`src/rtl/core/swd_pkg.sv`:
```
// Shared constants for the sigmoid-with-derivative datapath.
`timescale 1ns / 1ps
package swd_pkg;

  // Working fixed-point format of the exponential term (Q30)
  localparam int WORK_BITS = 30;

  // Width of the exponential term: holds the saturation value 2^62
  localparam int VW = 63;

  // Squaring ranges: exact below 2^32, truncated below 2^46, saturated above
  localparam int SMALL_LIM_BITS = 32;
  localparam int MID_LIM_BITS   = 46;
  localparam int HALF_SHIFT     = 15;

  localparam logic [VW-1:0] SAT_VAL   = VW'(1) << 62;
  localparam logic [VW-1:0] WORK_ONE  = VW'(1) << WORK_BITS;
  localparam logic [64:0]   SQ_ROUND  = 65'(1) << (WORK_BITS - 1);

endpackage

```
`src/rtl/core/swd_square_cell.sv`:
```
// One squaring cell of the exponential chain: multiply stage then rescale stage.
`timescale 1ns / 1ps
module swd_square_cell (
  input  logic                    clk_i,
  input  logic                    rst_ni,
  input  logic                    en_i,
  input  logic                    valid_i,
  input  logic [swd_pkg::VW-1:0]  v_i,
  output logic                    valid_o,
  output logic [swd_pkg::VW-1:0]  v_o
);

  typedef enum logic [1:0] {
    CLS_SMALL,
    CLS_MID,
    CLS_SAT
  } cls_e;

  cls_e        cls_d, cls_q;
  logic [31:0] op;
  logic [63:0] prod_d, prod_q;
  logic [64:0] rnd;
  logic [swd_pkg::VW-1:0] v_d, v_q;
  logic        vld1_q, vld2_q;

  // range classification and multiplier operand
  always_comb begin
    if (v_i[swd_pkg::VW-1:swd_pkg::SMALL_LIM_BITS] == '0) begin
      cls_d = CLS_SMALL;
      op    = v_i[31:0];
    end else if (v_i[swd_pkg::VW-1:swd_pkg::MID_LIM_BITS] == '0) begin
      cls_d = CLS_MID;
      op    = {1'b0, v_i[swd_pkg::MID_LIM_BITS-1:swd_pkg::HALF_SHIFT]};
    end else begin
      cls_d = CLS_SAT;
      op    = '0;
    end
    prod_d = {32'd0, op} * {32'd0, op};
  end

  // rescale the product back to Q30
  always_comb begin
    rnd = {1'b0, prod_q} + swd_pkg::SQ_ROUND;
    unique case (cls_q)
      CLS_SMALL: v_d = swd_pkg::VW'(rnd >> swd_pkg::WORK_BITS);
      CLS_MID:   v_d = swd_pkg::VW'(prod_q);
      default:   v_d = swd_pkg::SAT_VAL;
    endcase
  end

  // valid bits
  always_ff @(posedge clk_i or negedge rst_ni) begin
    if (!rst_ni) begin
      vld1_q <= 1'b0;
      vld2_q <= 1'b0;
    end else if (en_i) begin
      vld1_q <= valid_i;
      vld2_q <= vld1_q;
    end
  end

  // payload
  always_ff @(posedge clk_i) begin
    if (en_i) begin
      cls_q  <= cls_d;
      prod_q <= prod_d;
      v_q    <= v_d;
    end
  end

  assign valid_o = vld2_q;
  assign v_o     = v_q;

endmodule

```
`config.mk`:
```
export PLATFORM = sky130hd
export DESIGN_NAME = swd_square_cell
export DESIGN_NICKNAME = d
export VERILOG_FILES = /design/src/rtl/core/swd_pkg.sv /design/src/rtl/core/swd_square_cell.sv
export SDC_FILE = /design/constraint.sdc
export NUM_CORES = 2
export LEC_CHECK = 0
export BUFFER_PORTS_ARGS = -buffer_cell sky130_fd_sc_hd__buf_2
export CAP_MARGIN = 15
export CORE_ASPECT_RATIO = 0.7
export CORE_UTILIZATION = 60
export CTS_CLUSTER_DIAMETER = 50
export DETAILED_ROUTE_END_ITERATION = 10
export GPL_TIMING_DRIVEN = 0
export PLACE_DENSITY_LB_ADDON = 0.12
export SKIP_CTS_REPAIR_TIMING = 1
export SLEW_MARGIN = 20
export SYNTH_ARGS = -nofsm -noshare
export SYNTH_HDL_FRONTEND = slang
export SYNTH_SLANG_ARGS = --single-unit
```
`constraint.sdc`:
```
create_clock -name clk_i -period 4.4 [get_ports clk_i]
set_input_delay 0.88 -clock clk_i [delete_from_list [all_inputs] [get_ports clk_i]]
set_output_delay 0.88 -clock clk_i [all_outputs]
set_load 0.005 [all_outputs]
```
=== Word-level counts from Yosys, hierarchy flattened ===
Cells that the tools add are included.

* Register bits: 131
* Output and inout port bits: 64

* Add/sub/neg operators: 1
* $mul: 1
* Equal/unequal tests: 1
* Multiplexer cells: 4
* Reductions and logical operators: 3

{| class="wikitable"
|+ Operator list
! kind !! count
|-
| one-hot mux 63 bit (2 select lines) || 1
|-
| adder 64 x 30 -> 65 bit, second input constant || 1
|-
| multiplier 32 x 32 -> 64 bit || 1
|-
| two-way mux 32 bit || 1
|-
| logical NOT 31 bit || 1
|-
| two-way mux 31 bit || 1
|-
| logical NOT 17 bit || 1
|-
| == test 2 x 1 -> 1 bit, second input constant || 1
|-
| logical NOT 2 bit || 1
|-
| two-way mux 2 bit || 1
|}

=== Longest topological paths before layout ===
* Depth in word-level cells: 4
* Mapped depth: 36
* Mapped depth without buffers: 32

=== Least setup slack after synthesis ===
Ideal clock, no wire load.

* Path type: input to register
* From: input port v_i[59] (netlist bit)
* To: register prod_q[59], data pin
* Arrival time: 8866 ps
* Data required time: 4139 ps
* Path slack: -4726 ps
* Stages: 32
* Buffers on the path: 5
* Cells stage by stage: or3_1 > nor3_1 > buf_2 > inv_1 > buf_4 > buf_2 > nor2_1 > buf_2 > buf_2 > nand2_1 > fa_1 > inv_1 > fa_1 > inv_1 > fa_1 > fa_1 > inv_1 > fa_1 > inv_1 > fa_1 > inv_1 > fa_1 > fa_1 > ha_1 > a21oi_2 > o21ai_0 > a211oi_1 > o22ai_1 > o31a_1 > o21a_1 > a211o_1 > o311a_1

* Word-level cells in the longest chain between the ends: 4
* Elaborated cells between the ends (all ways): 5
* Classes of those cells: 1 x mul; 2 x mux; 2 x reduce/logical

{| class="wikitable"
|+ RTL lines
! item !! line !! source
|-
| start, declared || swd_square_cell.sv:8 || <nowiki>input logic [swd_pkg::VW-1:0] v_i,</nowiki>
|-
| logical NOT 17 bit || swd_square_cell.sv:31 || <nowiki>end else if (v_i[swd_pkg::VW-1:swd_pkg::MID_LIM_BITS] == '0) begin</nowiki>
|-
| two-way mux 31 bit || swd_square_cell.sv:31 ||
|-
| two-way mux 32 bit * || swd_square_cell.sv:28 || <nowiki>if (v_i[swd_pkg::VW-1:swd_pkg::SMALL_LIM_BITS] == '0) begin</nowiki>
|-
| multiplier 32 x 32 -> 64 bit * || swd_square_cell.sv:38 || <nowiki>prod_d = {32'd0, op} * {32'd0, op};</nowiki>
|-
| named net prod_d[59] || swd_square_cell.sv:21 || <nowiki>logic [63:0] prod_d, prod_q;</nowiki>
|-
| end signal, assigned || swd_square_cell.sv:66 || <nowiki>prod_q <= prod_d;</nowiki>
|-
| end, declared || swd_square_cell.sv:21 ||
|}

Mark *: on every way through the listed nets, which the timed path passes. The rest lies on a longest branch.
A chain may end at the register's enable or synchronous reset.

=== Final worst setup path ===
* From: input port v_i[41] (netlist bit)
* To: register prod_q[58], data pin

* Word-level cells in the longest chain between the ends: 3
* Elaborated cells between the ends (all ways): 4
* Classes of those cells: 1 x mul; 2 x mux; 1 x reduce/logical

{| class="wikitable"
|+ RTL lines
! item !! line
|-
| logical NOT 31 bit / two-way mux 31 bit (equally long branches) || swd_square_cell.sv:28, swd_square_cell.sv:31
|-
| two-way mux 32 bit * || swd_square_cell.sv:28
|-
| multiplier 32 x 32 -> 64 bit * || swd_square_cell.sv:38
|-
| named net prod_d[58] || swd_square_cell.sv:21
|}

Marks and branches as above.

==> out/results.ini <==
[floorplan]
start_util_pct=60.9
dieArea_um2=58900
die_w_um=290
pin_count=131
core-area_um2=57000
die_y_um=203
num_rows=73

[timing]
fin_worst_skew_ns=0.00592
timing.slew.headroom_pct=37.7
tightest_slew_ns=0.935
finalWorstSetupSlack_ns=-5.26
max_freq_mhz=103
timing.final.hold_violations=0
rsz0062_at_grt=true
finalMaxSlewViolations=0
setup_violations=59
timing.final.crit_share_pct=220
fin_crit_ns=9.66
fin_hold_ws_ns=0.230

[detailed_routing]
vias=27400
via_per_inst=5.76
wirelength_um=122000
wl_per_cell_um=25.7
firstDrtPassIters=7
ant_nets=0
drtIter0Drc=3353
route.detailed.drc=0

[layout]
final_area_um2=41400
final_core_util_pct=72.7
final_common_cell=inv_1
drive_above_1_share_pct=20.0
mostFrequentLayoutCells=948 x inv_1, 758 x fa_1, 308 x nor2_1
syn_to_final_growth_pct=19.3
nets=5130

[run]
cap_violations=0

[global_route]
grt_pass1_vias=26400
overflow=0
grt_first_pass_wirelength_um=170000
grt_antenna_before_repair=1
grt_use_total_pct=40.7
grt_max_degree=69

[worst_setup_path]
cp_max_fo=10
cp-end-kind=flop
critPathMostFrequentCell=fa_1
startpoint_type=primary input
criticalPathCategory=primary input to flop
r2r_cells=9
cp_data_arrival_time_ns=9.86
cpPeakStageDelay_ns=0.68
crit_path_top_delay_cell=nor2_1
cp_data_required_time_ns=4.60

[yosys]
yosysSeqAreaShare_pct=11.2
syn_nets=4817
synth_ff_type=edfxtp_1
ys_ff_latch=130
netlist_instances=3668
synth_enable_flop_cells=128
ys_types=78
synthArstFlopShare_pct=1.54
netlist_area_um2=34700
avgSynthCellArea_um2=9.47
ys_warn_count=0

[placement]
port_buffers=130
place_area_um2=37300
hpwl_um=96400
gp_congestion=1.04
pre_cts_ws_ns=-6.94

[clocking]
cts.reportedPaths.clkPinSlew_ns=0.06
h-tree-depth=4
cts_made_buffers=17
clkSinkCount=130
cts-root-buf=clkbuf_16
clock_latency_ns=0.42
cts_tree=yes
clockBufferDepth=2

[power]
irDropWorstVdd_mv=0.278
power_leakage_nw=21.5
p_per_area_nw_per_um2=73.1

[min_path]
hold_class=primary input to async pin

[run_status]
violations=negative setup slack
status=finished, violations left

sequential cells by signal, indices dropped and copies added, names as in the netlist:
signal and cells:
cls_q 2, vld1_q 1, prod_q 63, v_o 63
valid_o 1
cell type report:
cell class,instances,area [µm²]
clock buffers,17,425
plain buffers,128,1500
fillers,4209,15500
multi-input cells,2393,28200
diodes,5,12.5
repair buffers,305,2430
inverters,1006,3880
flip-flops and latches,130,3890
well taps,750,938
clock inverters,15,118
worst max-delay path, delay by kind of cell:
kind                       cells  cell delay [ns]
AOI/OAI and AO/OA             10             2.37
adders and majority gates      8             3.82
and+or+nand+nor                5             1.39
buffers and inverters         10             1.34
worst paths after layout:
| kind | start | end | slack, ns |
|---|---|---|---|
| max | v_i[41] | prod_q[58] | -5.26 |
| min | rst_ni | vld1_q | 0.23 |
| max reg2reg | prod_q[31] | v_o[26] | 1.25 |
| min reg2reg | valid_o | valid_o | 0.50 |
| max in group asynchronous | rst_ni | valid_o | 4.08 |
| min in group clk_i | valid_o | valid_o | 0.50 |
per-layer routing:
layer / track usage (%) / vias up / share of wire [%]
li1: - / 11600 / -
met1: 61.5 / 13800 / 41
met2: 54.3 / 1713 / 41
met3: 15.5 / 289 / 14
met4: 11.0 / 0 / 3.5
met5: 0 / - / 0
cells by family (layout without fill, tap and decap cells):
kind of cell | Yosys count | in the layout | synth area share (%)
compound gates | 290 | 290 | 5.49
mux | 28 | 28 | 0.818
simple gates | 867 | 867 | 10.7
flops | 130 | 130 | 11.2
buf+inv | 1145 | 1471 | 12.5
other cells | 0 | 5 | 0
xor+xnor | 126 | 126 | 3.18
fa+ha+maj | 1082 | 1082 | 56.1
report_power, final:
| group | switching, mW | total [mW] | internal (mW) |
|---|---|---|---|
| clock | 0.544 | 1.31 | 0.769 |
| combinational | 0.136 | 0.235 | 0.0989 |
| sequential | 0.0520 | 1.48 | 1.43 |
| total | 0.732 | 3.03 | 2.30 |
through the flow:
stage / cells / total power, mW / TNS, ns
after floorplan: 3668 / 1.57 / -195.29
after global placement: 4548 / 1.72 / -330.60
after detailed placement: 4549 / 1.72 / -330.96
after CTS: 4581 / 3.02 / -305.16
after global routing: 4744 / 3.12 / -252.08
final: 4749 / 3.03 / -243.88
Yosys cell counts (all sizes together) (6+ instances only):
master,instances,area share (%)
buf,54,0.75
and4,6,0.16
fa,792,46
o21a,7,0.15
nand2b,25,0.45
mux2i,25,0.72
nor4,8,0.14
o21ai,43,0.66
nand4,25,0.45
a21oi,117,1.7
nand2,295,3.2
ha,290,10
nor3,10,0.14
o31a,6,0.15
clkbuf,85,0.92
nor2,393,4.3
nor2b,10,0.18
xnor2,69,1.7
a21o,44,0.95
a211oi,7,0.18
and2,41,0.74
and3,16,0.29
xor2,57,1.4
o211ai,6,0.14
nand3,24,0.35
inv,1001,11
edfxtp,128,11
o21bai,15,0.32
a31oi,6,0.13
Power figures use the tool's default switching activity.
