**src/rtl/core/swd_pkg.sv**
```systemverilog
// Shared constants for the sigmoid-with-derivative datapath.
`timescale 1ns / 1ps
package swd_pkg;

  // Working fixed-point format of the exponential term (Q30)
  localparam int WORK_BITS = 30;

  // Width of the exponential term: holds the saturation value 2^62
  localparam int VW = 63;

  // Squaring ranges: exact below 2^32, truncated below 2^46, saturated above
  localparam int SMALL_LIM_BITS = 32;
  localparam int MID_LIM_BITS   = 46;
  localparam int HALF_SHIFT     = 15;

  localparam logic [VW-1:0] SAT_VAL   = VW'(1) << 62;
  localparam logic [VW-1:0] WORK_ONE  = VW'(1) << WORK_BITS;
  localparam logic [64:0]   SQ_ROUND  = 65'(1) << (WORK_BITS - 1);

endpackage

```
**src/rtl/core/swd_div_cell.sv**
```systemverilog
// One restoring-division cell: decides a single quotient bit.
`timescale 1ns / 1ps
module swd_div_cell #(
  parameter int FRAC_BITS = 16,
  parameter int BIT       = 0
) (
  input  logic                    clk_i,
  input  logic                    rst_ni,
  input  logic                    en_i,
  input  logic                    valid_i,
  input  logic [FRAC_BITS+63:0]   rem_i,
  input  logic [swd_pkg::VW-1:0]  d_i,
  input  logic [FRAC_BITS:0]      q_i,
  output logic                    valid_o,
  output logic [FRAC_BITS+63:0]   rem_o,
  output logic [swd_pkg::VW-1:0]  d_o,
  output logic [FRAC_BITS:0]      q_o
);

  localparam int RW = FRAC_BITS + 64;

  logic [RW-1:0]          dsh, rem_d, rem_q;
  logic                   geq;
  logic [FRAC_BITS:0]     q_d, q_q;
  logic [swd_pkg::VW-1:0] d_q;
  logic                   vld_q;

  // trial subtract of the shifted divisor
  always_comb begin
    dsh   = RW'(d_i) << BIT;
    geq   = rem_i >= dsh;
    rem_d = geq ? rem_i - dsh : rem_i;
    q_d   = q_i;
    q_d[BIT] = geq;
  end

  always_ff @(posedge clk_i or negedge rst_ni) begin
    if (!rst_ni) begin
      vld_q <= 1'b0;
    end else if (en_i) begin
      vld_q <= valid_i;
    end
  end

  always_ff @(posedge clk_i) begin
    if (en_i) begin
      rem_q <= rem_d;
      d_q   <= d_i;
      q_q   <= q_d;
    end
  end

  assign valid_o = vld_q;
  assign rem_o   = rem_q;
  assign d_o     = d_q;
  assign q_o     = q_q;

endmodule

```
**config.mk**
```make
export PLATFORM = sky130hd
export DESIGN_NAME = swd_div_cell
export DESIGN_NICKNAME = d
export VERILOG_FILES = /design/src/rtl/core/swd_pkg.sv /design/src/rtl/core/swd_div_cell.sv
export SDC_FILE = /design/constraint.sdc
export NUM_CORES = 1
export LEC_CHECK = 0
export BUFFER_PORTS_ARGS = -buffer_cell sky130_fd_sc_hd__buf_2
export CAP_MARGIN = 25
export CORE_MARGIN = 5
export CORE_UTILIZATION = 35
export DETAILED_ROUTE_END_ITERATION = 7
export PLACE_DENSITY_LB_ADDON = 0.2
export SYNTH_ARGS = -nofsm -noshare
export SYNTH_HDL_FRONTEND = slang
export SYNTH_SLANG_ARGS = --single-unit
```
**constraint.sdc**
```tcl
create_clock -name clk_i -period 0.9 [get_ports clk_i]
set_clock_uncertainty 0.15 [all_clocks]
set_input_delay 0.09 -clock clk_i [delete_from_list [all_inputs] [get_ports clk_i]]
set_output_delay 0.09 -clock clk_i [all_outputs]
set_load 0.02 [all_outputs]
```
-- Yosys cells after proc, flatten, opt, wreduce, memory -nomap -nowiden
Cells that the tools add are included.
- add/sub/neg operators: 1
- order comparisons: 1
- muxes and demuxes: 1
- operators by type and width (cell ; number):
    80-bit by 63-bit >= comparator with 1-bit output ; 1
    80-bit two-way mux ; 1
    80-bit by 63-bit subtractor with 80-bit output ; 1
- flip-flop bits (word level): 161
- input port bits: 164
- output and inout port bits: 161
- word-level logic and storage cells: 7

-- Depth between registers and ports, before layout
Gate-level depths: netlist of the first run.
- depth in word-level cells: 2
- gate-level depth with buffers: 15
- depth with buffers taken out: 13

-- Least setup slack after synthesis of the first run
Ideal clock, no wire load.
- kind: input -> register
- start: input port rem_i[0]
- end: register rem_q[75], in the netlist rem_o[75] (data pin)
- setup time: 0.258 ns
- data arrival time: 2.652 ns
- path slack: -2.159 ns
- cell stages on the path: 14
- path buffers: 1
- path through: inv_1 -> ha_1 -> fa_1 -> nand2b_1 -> a21oi_1 -> nor2_1 -> o21ai_2 -> a31oi_1 -> or2_0 -> and2_4 -> buf_6 -> nor4b_4 -> nand4b_1 -> xnor2_1
- cells in the longest elaborated chain, start to end: 2
- RTL lines (element ; line ; RTL):
    from (decl) ; swd_div_cell.sv:11 ; input logic [FRAC_BITS+63:0] rem_i,
    80-bit by 63-bit subtractor with 80-bit output or 80-bit by 63-bit >= comparator with 1-bit output (tied branches) ; swd_div_cell.sv:32, swd_div_cell.sv:31 ;
    80-bit two-way mux (*) ; swd_div_cell.sv:32 ; rem_d = geq ? rem_i - dsh : rem_i;
    named net rem_d[75] ; swd_div_cell.sv:22 ; logic [RW-1:0] dsh, rem_d, rem_q;
    to (signal assigned) ; swd_div_cell.sv:47 ; rem_q <= rem_d;
    to (decl) ; swd_div_cell.sv:22 ;
The timed path passes the listed nets; every way through them passes the cells marked *.
A chain may end at the register's enable or synchronous reset.

-- Worst setup path in the final report of the first run
- start: input port rem_i[66]
- end: register rem_q[28], in the netlist rem_o[28] (data pin)
- cells in the longest elaborated chain, start to end: 2
- RTL lines (element ; line ; RTL):
    80-bit by 63-bit >= comparator with 1-bit output ; swd_div_cell.sv:31 ; geq = rem_i >= dsh;
    80-bit two-way mux ; swd_div_cell.sv:32 ;
    named net rem_d[28] ; swd_div_cell.sv:22 ;
The timed path passes the listed nets, and every way through them passes these cells.

==> run metrics, run 1 <==
Setup-failing EPs final=243; CTS sink count=161; PortBufs=323; most frequent cell after synthesis=edfxtp_1; DR vias/cell=5.00; H-Tree Depth=4; Final Non-Filler Cells=2196; DR DRC count=0; FFs w/ async S/R, synth=0.621%; pin count of the biggest net entering global routing=20; vias in the first global route=11368; VDD IR max=1.05 mV; average wire per standard cell=18.3 µm; Fin. Hold Viols=37; synthesized flop and latch total=161; Initial DRC Count=611; Synth Area in Compound Gates=17.2%; status=finished, violations left; Synth cell types=68; final wirelength=40300 µm; largest family of logic cells by synthesized area=compound AO/OA/AOI/OAI gates; DP Area=14600 µm²; Skew-Pair Late Insertion Delay=0.44 ns; CTS root buffer=clkbuf_16; Min-Delay Path Depth=1; Crit Path Category=input pin to flip-flop; Yosys top cell by area=edfxtp_1; Slew Limit Fails=0; Synth top cells by count=160 x edfxtp_1, 121 x a21oi_1, 93 x nor2_1, 80 x nand2_1, 75 x inv_1; IO Pins=325; area growth from synthesis to final layout=99.2%; Worst Hold End=d_o[0]; synthesized area=9890 µm²; Via Count=10972; Yosys top cell area share=48.6%; Critical R2R Launch=valid_o; critical path launch point type=input pin; Core Rows=61; main flop type after synthesis=edfxtp_1; CORE AREA=27900 µm²; Leak=8.54 nW; Max-Cap Viols=0; Reg2Reg Setup Slack=-0.17 ns; Critical Path Sink Type=flip-flop; Adder-Cell Fraction of Synth Area=8.17%; post-synthesis cell count=990; Synth Net Count=1218; minimum clock period=2.58 ns; die height=178 µm; dpl cells=1980; GP Congestion=0.864; Design Area, Final=19700 µm²; die width=178 µm; fillcell total=1940; multi-input logic area=6210 µm²; GRT Residual Overflow=0; TritonCTS clock tree=built; setup ws final=-1.68 ns; mux contribution to synthesized area=0.228%; pwr/cell area=1450 nW/µm²; initial antenna violation count=2; Simple-Gate Fraction of Synth Area=13.9%; RSZ-0062 raised after global routing=yes; DP HPWL=26900 µm; WP data required=0.93 ns; RR Endpoint=valid_o; first-pass GRT wire length=58700 µm; fin nets=2032; Period Utilization, post-route=286%; EDFF count, synth=160; hold_ws=-0.318 ns; xor/xnor share of the synthesized area=6.64%; clock buffer depth=2; Core Util, Final=70.7%; initial core utilization=35.5%; CTS Buf Count=17; Die Area=31700 µm²; Register Area=4830 µm²; Tightest Pin Transition=0.618 ns; Post-Route Setup TNS=-177.77 ns; Slew HR=58.3%; GRT Util Overall=23.4%; Max Fclk=388 MHz; reg2reg path depth=2; DRT antenna net count=0; largest cells by area after synthesis=edfxtp_1 49%, ha_1 8.0%, a21oi_1 6.1%; clk slew on worst S/H paths=0.08 ns; drt first pass iters=5; share of cells above drive strength 1=55.7%; CP max FO=7; Seq/Total Area, Yosys=48.8%; failing checks=negative hold slack, negative setup slack; YS warnings=0; CP arrival=2.60 ns; HP Start=d_i[0]; Mean Syn Cell Area=9.99 µm²; worst hold-check path type=input pin to flip-flop
==> report_power, final <==
part	total (mW)	switching, mW	internal, mW
clock	8.06	3.75	4.31
combinational	10.8	5.24	5.58
sequential	9.73	0.390	9.34
total	28.6	9.38	19.2
==> placed cells by master (no fill, tap or decap), types with 23 or more instances in the layout <==
master / instances
buf_6: 156
nand4_1: 23
a21oi_1: 52
xnor2_1: 34
ha_1: 34
buf_4: 330
nand2_1: 66
o21ai_1: 25
dlygate4sd3_1: 128
a21oi_2: 62
buf_2: 186
inv_1: 62
ha_4: 26
a21o_1: 24
xor2_1: 31
nor2_1: 42
nor2_4: 40
edfxtp_1: 160
==> layer usage <==
| metal | share of wire [%] | GRT usage [%] | up-vias |
|---|---|---|---|
| met3 | 6.1 | 4.39 | 59 |
| met2 | 50 | 40.4 | 352 |
| met5 | 0.032 | 0 | - |
| li1 | - | - | 5267 |
| met4 | 2.2 | 6.83 | 2 |
| met1 | 41 | 29.8 | 5292 |
==> worst max path at each step <==
stage / startpoint / end / slack, ns
global placement: d_i[30] / rem_o[75] / -2.41
finish: rem_i[66] / rem_o[28] / -1.68
floorplan: rem_i[0] / rem_o[75] / -2.03
global route: d_i[50] / rem_o[78] / -1.83
CTS: d_i[22] / rem_o[78] / -1.65
detailed placement: d_i[30] / rem_o[75] / -2.40
==> cell type report <==
type | count | share of cell area, %
diodes | 1 | 0.0127
clock buffers | 17 | 2.16
clock inverters | 15 | 1.07
inverters | 76 | 1.64
multi-input cells | 711 | 31.5
flip-flops and latches | 161 | 24.5
well taps | 378 | 2.40
repair buffers | 836 | 36.6
repair inverters | 1 | 0.0825
==> cells by family after synthesis <==
| family | count (synthesis) |
|---|---|
| AO/OA/AOI/OAI | 282 |
| XOR/XNOR | 75 |
| adder cells (fa/ha/maj) | 64 |
| buffers and inverters | 118 |
| flip-flops | 161 |
| multiplexers | 2 |
| AND/OR/NAND/NOR | 288 |
==> critical path, cell delays in order <==
cell,delay (ns)
buf_6,0.10
or4_4,0.53
or3_4,0.36
nor2_2,0.09
and3_4,0.21
o21ai_4,0.07
a211oi_2,0.23
and2_4,0.23
buf_6,0.14
clkinv_8,0.09
buf_12,0.16
clkbuf_16,0.17
nor2_4,0.07
a21oi_1,0.05
==> through the flow <==
| step | total power, mW | setup WS [ns] |
|---|---|---|
| final | 28.6 | -1.68 |
| after global routing | 29.8 | -1.83 |
| after CTS | 27.2 | -1.65 |
| after detailed placement | 17.7 | -2.40 |
| after global placement | 17.7 | -2.41 |
| after floorplan | 13.8 | -2.03 |
==> registers in the layout, indices dropped and copies added (netlist names) <==
name / count
d_o: 63
q_o: 17
rem_o: 80
valid_o: 1
==> repair_timing <==
item                                   4_1_cts  5_1_grt
endpoints found under the hold margin      170       41
setup buffers                               26       23
gates cloned                                11        2
hold buffers                               127        1
setup endpoints to repair                  243      243
pin swaps                                   67       66
resized for setup                          279      384
(Power assumes the default switching activity.)
==> run 2: changes to the inputs <==
--- a/config.mk
+++ b/config.mk
@@ -11,6 +11,7 @@
 export CORE_UTILIZATION = 35
 export DETAILED_ROUTE_END_ITERATION = 7
 export PLACE_DENSITY_LB_ADDON = 0.2
+export REMOVE_ABC_BUFFERS = 1
 export SYNTH_ARGS = -nofsm -noshare
 export SYNTH_HDL_FRONTEND = slang
 export SYNTH_SLANG_ARGS = --single-unit
==> run 2 against run 1 <==
The flow still finishes with violations (negative hold slack, negative setup slack). First-iteration DRC count down 6.7%. Maximum frequency down 4.8%. Critical path depth up 2. Highest routed layer unchanged.
==> run metrics, run 2 (same netlist as run 1, synthesis figures left out) <==
pwr/cell area=1420 nW/µm² (-2.2%); Leak=8.42 nW (-1.4%); H-Tree Depth=4 (unchanged); CTS Buf Count=17 (unchanged); worst hold-check path type=input pin to flip-flop; clk slew on worst S/H paths=0.07 ns (about the same); hold buffers post-CTS=118 (-7.1%); initial core utilization=35.5% (unchanged); Period Utilization, post-route=301% (+14 points); GP Congestion=0.899 (+4.0%); first-pass GRT wire length=59100 µm (+0.78%); Cell Int Power=18.4 mW (-4.5%); WP data required=0.92 ns (about the same); met2 usage=40.4% (+0.063 points); Clock power frac=26.0% (-2.2 points); multi-input logic area=5980 µm² (-3.8%); Core Rows=61 (unchanged); CORE AREA=27900 µm² (unchanged); DP HPWL=27700 µm (+3.2%); CP max FO=8 (+1); Tightest Pin Transition=0.558 ns (-0.0600 ns); Comb pwr share=38.4% (+0.6 points); Setup-failing EPs final=243 (unchanged); Slew Limit Fails=0 (unchanged); GRT met3 Usage=5.17% (+0.78 points); Die Area=31700 µm² (unchanged); PortBufs=323 (unchanged); DRT antenna net count=0 (unchanged); total power=27.3 mW (-4.4%); hold_ws=-0.305 ns (+0.0131 ns); status=finished, violations left; Post-Route Setup TNS=-181.86 ns (-4.09 ns); Crit Path Category=input pin to flip-flop; fin nets=2018 (-0.69%); vias in the first global route=11262 (-0.93%); GRT Util Overall=23.7% (+0.31 points); IO Pins=325 (unchanged); critical path launch point type=input pin; Max Fclk=370 MHz (-4.8%); final wirelength=40000 µm (-0.80%); CTS root buffer=clkbuf_16; CTS sink count=161 (unchanged); grt met1 use=30.3% (+0.51 points); Reg power frac=35.6% (+1.6 points); TritonCTS clock tree=built; most used routing layer=met2; initial antenna violation count=5 (+3); VDD IR max=1.07 mV (+2.7%); fillcell total=2076 (+7.0%); clock buffer depth=2 (unchanged); Via Count=10877 (-0.87%); Register Area=4830 µm² (about the same); switch share=32.8% (about the same); DR vias/cell=4.98 (-0.28%); average wire per standard cell=18.3 µm (-0.21%); Fin. Hold Viols=71 (+92%); pin count of the biggest net entering global routing=36 (+80%); die height=178 µm (unchanged); drt first pass iters=5 (unchanged); RSZ-0062 raised after global routing=yes; minimum clock period=2.70 ns (+0.130 ns); Core Util, Final=69.1% (-1.6 points); most common cell after layout, fill and taps aside=buf_4; max reg flops=80 (unchanged); setup ws final=-1.80 ns (-0.130 ns); Net Switching=8.97 mW (-4.4%); most frequent cells in the layout=328 x buf_4, 190 x buf_2, 160 x edfxtp_1; share of cells above drive strength 1=54.1% (-1.6 points); Max-Cap Viols=0 (unchanged); GRT Residual Overflow=0 (unchanged); area growth from synthesis to final layout=94.7%; DR DRC count=0 (unchanged); CP arrival=2.73 ns (+0.13 ns); Slew HR=62.3% (+4.1 points); Critical Path Sink Type=flip-flop; Initial DRC Count=570 (-6.7%); failing checks=negative hold slack, negative setup slack; die width=178 µm (unchanged); Skew-Pair Late Insertion Delay=0.43 ns (about the same)
==> run 2: cell types whose count changed in the layout (fill, tap and decap cells not counted), moves of 7 or more <==
| cell | before | now |
|---|---|---|
| nand2_4 | 3 | 10 |
| o21ai_1 | 25 | 18 |
| a21oi_1 | 52 | 62 |
| o21ai_0 | 22 | 30 |
| dlygate4sd3_1 | 128 | 118 |
| ha_4 | 26 | 17 |
| buf_6 | 156 | 145 |
==> run 2: metrics by stage <==
stage	instance area, µm²	setup WS (ns)	hold slack (ns)	cells
finish	19300	-1.80	-0.305	2183
global route	19300	-1.85	-0.323	2183
CTS	18400	-1.77	-0.319	2180
detailed placement	14500	-2.70	-0.284	1989
global placement	14500	-2.60	-0.285	1989
floorplan	9680	-2.66	-0.356	948
==> run 2: power groups by stage <==
stage | Clock (mW) | Sequential [mW] | Combinational, mW
after floorplan | 0 | 10.8 | 2.73
after global placement | 0 | 9.69 | 7.92
after detailed placement | 0 | 9.70 | 7.96
after CTS | 7.22 | 9.63 | 9.63
after global routing | 7.54 | 9.80 | 11.2
final | 7.11 | 9.73 | 10.5
==> run 2: repair_timing <==
action | CTS | global route
resized for setup | 400 | 273
cloned | 14 | 1
pin swaps | 74 | 52
setup endpoints to repair | 242 | 243
setup buffers | 28 | 9
hold endpoints to repair | 202 | 85
==> run 2: path summary, 6_finish.rpt <==
path                          start   endpoint  slack (ns)  depth (start not counted)
setup / recovery           rem_i[0]  rem_o[78]       -1.80                         16
hold / removal               d_i[0]     d_o[0]       -0.30                          1
setup reg to reg            valid_o    valid_o       -0.12                          2
hold reg to reg             valid_o    valid_o        0.47                          2
max in group asynchronous    rst_ni    valid_o        0.15                          3
min in group asynchronous    rst_ni    valid_o        0.35                          3
==> run 2: layout make-up <==
cell class                 instances  area share (%)
multi-input combinational        711            31.0
clock inverter                    14           0.669
antenna                            2          0.0260
clock buffer                      18            2.23
sequential                       161            25.1
tap                              378            2.46
timing repair buffer             823            36.9
inverter                          76            1.60
==> run 2: routing by layer <==
layer	routed length, µm	share of wire [%]
met1	16600	42
met5	41	0.10
met3	2740	6.9
met2	19700	49
met4	850	2.1
==> run 2: critical path, cell delays in order <==
cell,delay [ns]
buf_8,0.08
inv_4,0.03
ha_4,0.15
fa_2,0.36
nand2b_4,0.17
a21oi_4,0.16
buf_6,0.12
nor2_4,0.04
o21ai_4,0.23
a31oi_4,0.12
or2_1,0.25
and2_4,0.18
nor4b_4,0.29
buf_6,0.17
nand4b_1,0.11
xnor2_1,0.16
